<file path="src/rtl/p2r_pkg.sv">
// Shared constants for the polar to rectangular converter.
// Holds the CORDIC gain, the guard width and the arctangent table in 32-bit turns.
// No dependencies.
package p2r_pkg;

    // Turn word width: 2^32 equals one full turn
    localparam int TURN_BITS = 32;

    // Fraction bits kept below the amplitude LSB in the datapath
    localparam int GUARD = 16;

    // Largest number of CORDIC iterations the table supports
    localparam int MAX_STEPS = 30;

    // CORDIC gain 0.6072529350 in Q1.31
    localparam logic signed [31:0] GAIN_Q31 = 32'sd1304065748;

    typedef logic [TURN_BITS-1:0] t_turn;

    // atan(2^-i) in 32-bit turn units
    localparam t_turn ATAN_TURN32 [MAX_STEPS] = '{
        32'h20000000, 32'h12E4051E, 32'h09FB385B, 32'h051111D4, 32'h028B0D43,
        32'h0145D7E1, 32'h00A2F61E, 32'h00517C55, 32'h0028BE53, 32'h00145F2F,
        32'h000A2F98, 32'h000517CC, 32'h00028BE6, 32'h000145F3, 32'h0000A2F9,
        32'h0000517C, 32'h000028BE, 32'h0000145F, 32'h00000A2F, 32'h00000517,
        32'h0000028B, 32'h00000145, 32'h000000A2, 32'h00000051, 32'h00000028,
        32'h00000014, 32'h0000000A, 32'h00000005, 32'h00000002, 32'h00000001
    };

endpackage

</file>
<file path="src/rtl/p2r_cordic_stage.sv">
// One registered CORDIC rotation step (rotation mode) of the converter pipeline.
// Depends on p2r_pkg for the arctangent table and the turn type.
module p2r_cordic_stage #(
    parameter int W     = 34,
    parameter int SHIFT = 0
) (
    input  logic                  i_clk,
    input  logic                  i_rst_n,
    input  logic                  i_en,
    input  logic                  i_valid,
    input  logic signed [W-1:0]   i_x,
    input  logic signed [W-1:0]   i_y,
    input  p2r_pkg::t_turn        i_z,
    output logic                  o_valid,
    output logic signed [W-1:0]   o_x,
    output logic signed [W-1:0]   o_y,
    output p2r_pkg::t_turn        o_z
);
    import p2r_pkg::*;

    logic                r_valid;
    logic signed [W-1:0] r_x;
    logic signed [W-1:0] r_y;
    t_turn               r_z;

    logic signed [W-1:0] n_x;
    logic signed [W-1:0] n_y;
    t_turn               n_z;
    logic signed [W-1:0] w_xs;
    logic signed [W-1:0] w_ys;

    // Rotate toward zero residual angle; sign of z picks the direction
    always_comb begin
        w_xs = i_x >>> SHIFT;
        w_ys = i_y >>> SHIFT;
        if (!i_z[TURN_BITS-1]) begin
            n_x = i_x - w_ys;
            n_y = i_y + w_xs;
            n_z = i_z - ATAN_TURN32[SHIFT];
        end else begin
            n_x = i_x + w_ys;
            n_y = i_y - w_xs;
            n_z = i_z + ATAN_TURN32[SHIFT];
        end
    end

    // Advance valid bit on enable
    always_ff @(posedge i_clk) begin
        if (!i_rst_n) begin
            r_valid <= 1'b0;
        end else if (i_en) begin
            r_valid <= i_valid;
        end
    end

    // Advance payload on enable
    always_ff @(posedge i_clk) begin
        if (i_en) begin
            r_x <= n_x;
            r_y <= n_y;
            r_z <= n_z;
        end
    end

    assign o_valid = r_valid;
    assign o_x     = r_x;
    assign o_y     = r_y;
    assign o_z     = r_z;

endmodule

</file>
<file path="config.mk">
export PLATFORM = sky130hd
export DESIGN_NAME = p2r_cordic_stage
export DESIGN_NICKNAME = d
export VERILOG_FILES = /design/src/rtl/p2r_pkg.sv /design/src/rtl/p2r_cordic_stage.sv
export SDC_FILE = /design/constraint.sdc
export NUM_CORES = 1
export LEC_CHECK = 0
export BUFFER_PORTS_ARGS = -buffer_cell sky130_fd_sc_hd__buf_2
export CORE_AREA = 2 2 146 184
export DETAILED_ROUTE_END_ITERATION = 6
export DIE_AREA = 0 0 148 186
export SETUP_SLACK_MARGIN = 0.02
export SLEW_MARGIN = 10
export SYNTH_ARGS = -nofsm -noshare
export SYNTH_HDL_FRONTEND = slang
export SYNTH_SLANG_ARGS = --single-unit
</file>
<file path="constraint.sdc">
create_clock -name i_clk -period 3.06 [get_ports i_clk]
set_input_delay 0.612 -clock i_clk [delete_from_list [all_inputs] [get_ports i_clk]]
set_output_delay 0.612 -clock i_clk [all_outputs]
set_load 0.01 [all_outputs]
</file>
# Yosys cells after proc, flatten, opt, wreduce, memory -nomap -nowiden

Cells that the tools add are included.

Register bits: 101
Logic and storage cells: 12

$add $sub $neg: 5
Multiplexer cells: 3

Operator list:

| cell                   | number |
|---|---|
| $mux 34                | 2 |
| $sub 34x34->34         | 2 |
| $add 34x34->34         | 1 |
| $add 32x30->32 const B | 1 |
| $mux 32                | 1 |
| $sub 32x30->32 const B | 1 |

# Longest topological paths before layout

Depth after elaboration: 2
Mapped depth: 12

# Worst setup path after synthesis

Ideal clock, no wire load.

Path kind: input-to-reg
Start: in i_x[8]
End: reg r_x[31], in the netlist o_x[31], data pin
Setup time: 0.268 ns
Data arrival time: 2.775 ns
Data required time: 2.792 ns
Setup slack: 0.017 ns
Cell stages on the path: 12
Buffers on the path: 1
Cells stage by stage: inv_1 ha_1 buf_4 or3_1 nor4_1 a211o_2 a2111oi_4 o21ai_4 a21oi_4 o31a_1 o311ai_2 xnor2_1

Cells in the longest elaborated chain, start to end: 2
Elaborated cells between the ends (all ways): 3
Those cells by class: 2 x add/sub; 1 x mux

Ends and longest elaborated chain:

| item                                                    | RTL line                                       | RTL |
|---|---|---|
| start: declaration                                      | p2r_cordic_stage.sv:11                         | `input logic signed [W-1:0] i_x,` |
| $sub 34x34->34 / $add 34x34->34 (equally long branches) | p2r_cordic_stage.sv:37, p2r_cordic_stage.sv:41 |  |
| $mux 34 *                                               | p2r_cordic_stage.sv:36                         | `if (!i_z[TURN_BITS-1]) begin` |
| named net n_x[31]                                       | p2r_cordic_stage.sv:26                         | `logic signed [W-1:0] n_x;` |
| end signal: assignment                                  | p2r_cordic_stage.sv:59                         | `r_x <= n_x;` |
| end: declaration                                        | p2r_cordic_stage.sv:22                         | `logic signed [W-1:0] r_x;` |

The timed path passes the listed nets; every way through them passes the cells marked *.
A chain may end at the register's enable or synchronous reset.

# Final worst setup path

Start: in i_x[6]
End: reg r_y[26], in the netlist o_y[26], data pin

Cells in the longest elaborated chain, start to end: 2
Elaborated cells between the ends (all ways): 3
Those cells by class: 2 x add/sub; 1 x mux

Ends and longest elaborated chain:

| item                                                    | RTL line                                       | RTL |
|---|---|---|
| $add 34x34->34 / $sub 34x34->34 (equally long branches) | p2r_cordic_stage.sv:38, p2r_cordic_stage.sv:42 |  |
| $mux 34 *                                               | p2r_cordic_stage.sv:36                         |  |
| named net n_y[26]                                       | p2r_cordic_stage.sv:27                         | `logic signed [W-1:0] n_y;` |
| end signal: assignment                                  | p2r_cordic_stage.sv:60                         | `r_y <= n_y;` |
| end: declaration                                        | p2r_cordic_stage.sv:23                         | `logic signed [W-1:0] r_y;` |

Marked as above.

==> results.md <==
* Overall Global Routing Usage at 21.5%
* Reg power frac at 34.0%
* Worst slew pin tran at 0.624 ns
* Hold Crit Class: primary input to flip-flop
* FF+latch count, synth at 100
* VDD IR-drop max at 0.285 mV
* Iteration-0 DRC Markers at 483
* Clock Latency Late Sink at 0.36 ns
* Final Hold Fails at 0
* Avg Cell Area, Syn at 8.87 µm²
* Tot Pwr at 5.34 mW
* Post-Syn Instances at 1000
* Die ar. at 27500 µm²
* Residual DRC at 0
* Commonest non-fill, non-tap cells in the layout: 231 x buf_4, 199 x buf_2, 117 x a21oi_1, 99 x inv_1, 99 x edfxtp_1
* CTS tree: done
* Sequential cell area fraction in the yosys report at 33.7%
* Initial core utilization at 34.4%
* Core Area at 25800 µm²
* Internal power at 3.47 mW
* Placed Cells at 1720
* Clock slew at reported path FFs at 0.08 ns
* Antenna-violating nets left at 0
* Fmax at 0.333 GHz
* Top FF cell, synth: edfxtp_1
* Clock Power Share at 23.6%
* Status: finished, final reports clean
* Final net count at 1621
* Placer congestion estimate at 0.889
* Clock Sinks at 100
* H-tree depth at 3
* Sw power at 1.87 mW
* Yosys warns at 0
* Post-synth ARST share at 0%
* Crit-path slowest cell: or4_4
* CTS root buf: clkbuf_16
* Initial antenna violation count at 1
* Part of the power in combinational logic at 42.4%
* Total of max-cap violations at 0
* Num ports at 205
* Final Critical Period at 3.01 ns
* Synth unique cells at 73
* Total grt overflow at 0
* Num rows at 66
* Die H at 186 µm
* Clk_skew at 0 ns
* IO buf count at 204
* Slew Viols, Final at 0
* Avg WL per Cell at 17.3 µm
* CP Capture Type: flip-flop
* Final setup fails at 0
* Most common cell after layout, fill and taps aside: buf_4
* Fin cells at 1759
* Mapped cell area at 8870 µm²
* First-pass DRT Iterations at 5
* Slew HR at 58.4%
* Crit path DAT at 3.12 ns
* Period utilization at 98.3%
* Vias in the first global route at 8883
* First-pass GRT wire length at 46200 µm
* Layout cell share with drive strength beyond 1 at 39.0%
* Worst-path maximum fanout at 5
* CP bufs+invs at 3
* Post-synth EDFFs at 99
* WS Path Type: primary input to flip-flop
* Pwr/cell area at 414 nW/µm²
* Switching share of total power at 35.0%
* Crit-path cells: buf_2, buf_4, ha_4, or4_4, o22a_4, buf_6, o221ai_4, o311ai_4, a311o_2, a211oi_2, o32ai_2, xnor2_1
* Crit path launch type: primary input
* Pleak at 5.90 nW
* Die width at 148 µm
* Critical Path Max Stage Delay at 0.52 ns
* Layout fillers at 2588
* Num CTS Buffers at 9
* RSZ-0062 raised after global routing: true
* Post-Route WL at 30400 µm
* Via density at 5.05
* Synthesis-to-layout area growth at 45.3%
* CP top delay family: compound AO/OA/AOI/OAI gates
* Setup tns final at 0 ns
* Post-DP HPWL at 24300 µm
* Worst Path Required at 3.17 ns
* Largest net degree at the start of global routing at 53
* Vias at 8885
* Clk buf depth at 2
* Mapped Nets at 1208
-- timing repair --
action	4_1_cts	5_1_grt
setup buffers	8	15
setup endpoints to repair	18	26
pin swaps	18	39
hold buffers	0	0
gates resized for setup	33	75
cloned	0	0
-- area by class of cell --
type	instances	area, µm²	share of cell area (%)
clock buffers	9	225	1.75
repair buffers	447	2970	23.1
inverters	110	415	3.22
multi-input cells	745	5760	44.7
flip-flops and latches	100	2990	23.2
diodes	1	2.50	0.0194
well taps	340	425	3.30
clock inverters	7	97.6	0.757
-- layer usage --
layer	GRT usage [%]	up-vias	wire, µm
li1	-	4409	-
met1	24.7	4163	12400
met2	39.8	250	15700
met3	2.25	63	1080
met4	9.94	0	1280
met5	0	-	0
-- synth_stat cells (all sizes together), types with 5 or more instances --
master / count / area [µm²]
mux2i: 16 / 160
a221oi: 5 / 50.0
a21o: 13 / 97.6
nand2: 53 / 199
nand3: 13 / 65.1
edfxtp: 99 / 2970
inv: 107 / 402
buf: 19 / 91.3
o31ai: 7 / 52.6
ha: 100 / 1250
nor3: 26 / 130
a31oi: 5 / 31.3
a21boi: 5 / 37.5
nor2b: 12 / 75.1
o21bai: 16 / 120
xnor2: 63 / 552
o31a: 8 / 70.1
o21ai: 68 / 352
o21a: 9 / 67.6
or3: 5 / 31.3
o311ai: 5 / 58.8
a21oi: 124 / 636
nand4: 15 / 93.8
nor4: 10 / 68.8
a211o: 8 / 71.3
nor2: 87 / 327
a211oi: 13 / 118
clkbuf: 26 / 97.6
nand2b: 11 / 68.8
-- kinds of logic after synthesis --
| kind of cell | synth area share (%) |
|---|---|
| AOI/OAI and AO/OA | 23.5 |
| and+or+nand+nor | 12.7 |
| buffers and inverters | 6.78 |
| adders and majority gates | 15.0 |
| DFF | 33.7 |
| xor gates and xnor gates | 6.42 |
| muxes | 1.81 |
-- power groups by stage --
stage          logic (mW)  registers, mW  clock network, mW
6_report             2.26           1.81               1.26
5_1_grt              2.45           1.83               1.34
4_1_cts              2.14           1.82               1.30
3_5_place_dp         2.07           1.84                  0
3_3_place_gp         2.06           1.84                  0
2_1_floorplan       0.967           1.95                  0
-- worst paths after layout --
path,from,endpoint,slack (ns),cells after the start
setup / recovery,i_x[6],o_y[26]$_DFFE_PP_,0.05,12
hold / removal,i_z[6],o_z[6]$_DFFE_PP_,0.42,1
setup reg to reg,o_valid$_SDFFE_PN0P_,o_valid$_SDFFE_PN0P_,2.47,2
hold reg to reg,o_valid$_SDFFE_PN0P_,o_valid$_SDFFE_PN0P_,0.53,2
-- stage by stage --
stage | setup slack (ns) | hold slack, ns | area (µm²) | util (%)
finish | 0.0525 | 0.416 | 12900 | 50.0
global route | -0.0104 | 0.401 | 12900 | 50.0
floorplan | 0.0253 | 0.538 | 8870 | -
CTS | 0.00195 | 0.399 | 12400 | 48.1
detailed placement | -0.534 | 0.519 | 11900 | 46.0
global placement | -0.500 | 0.499 | 11900 | 46.0
-- state kept, by name, summed over array words and instances (netlist names) --
signal   count
o_z         32
o_x         34
o_valid      1
o_y         33
(Power assumes the default switching activity.)
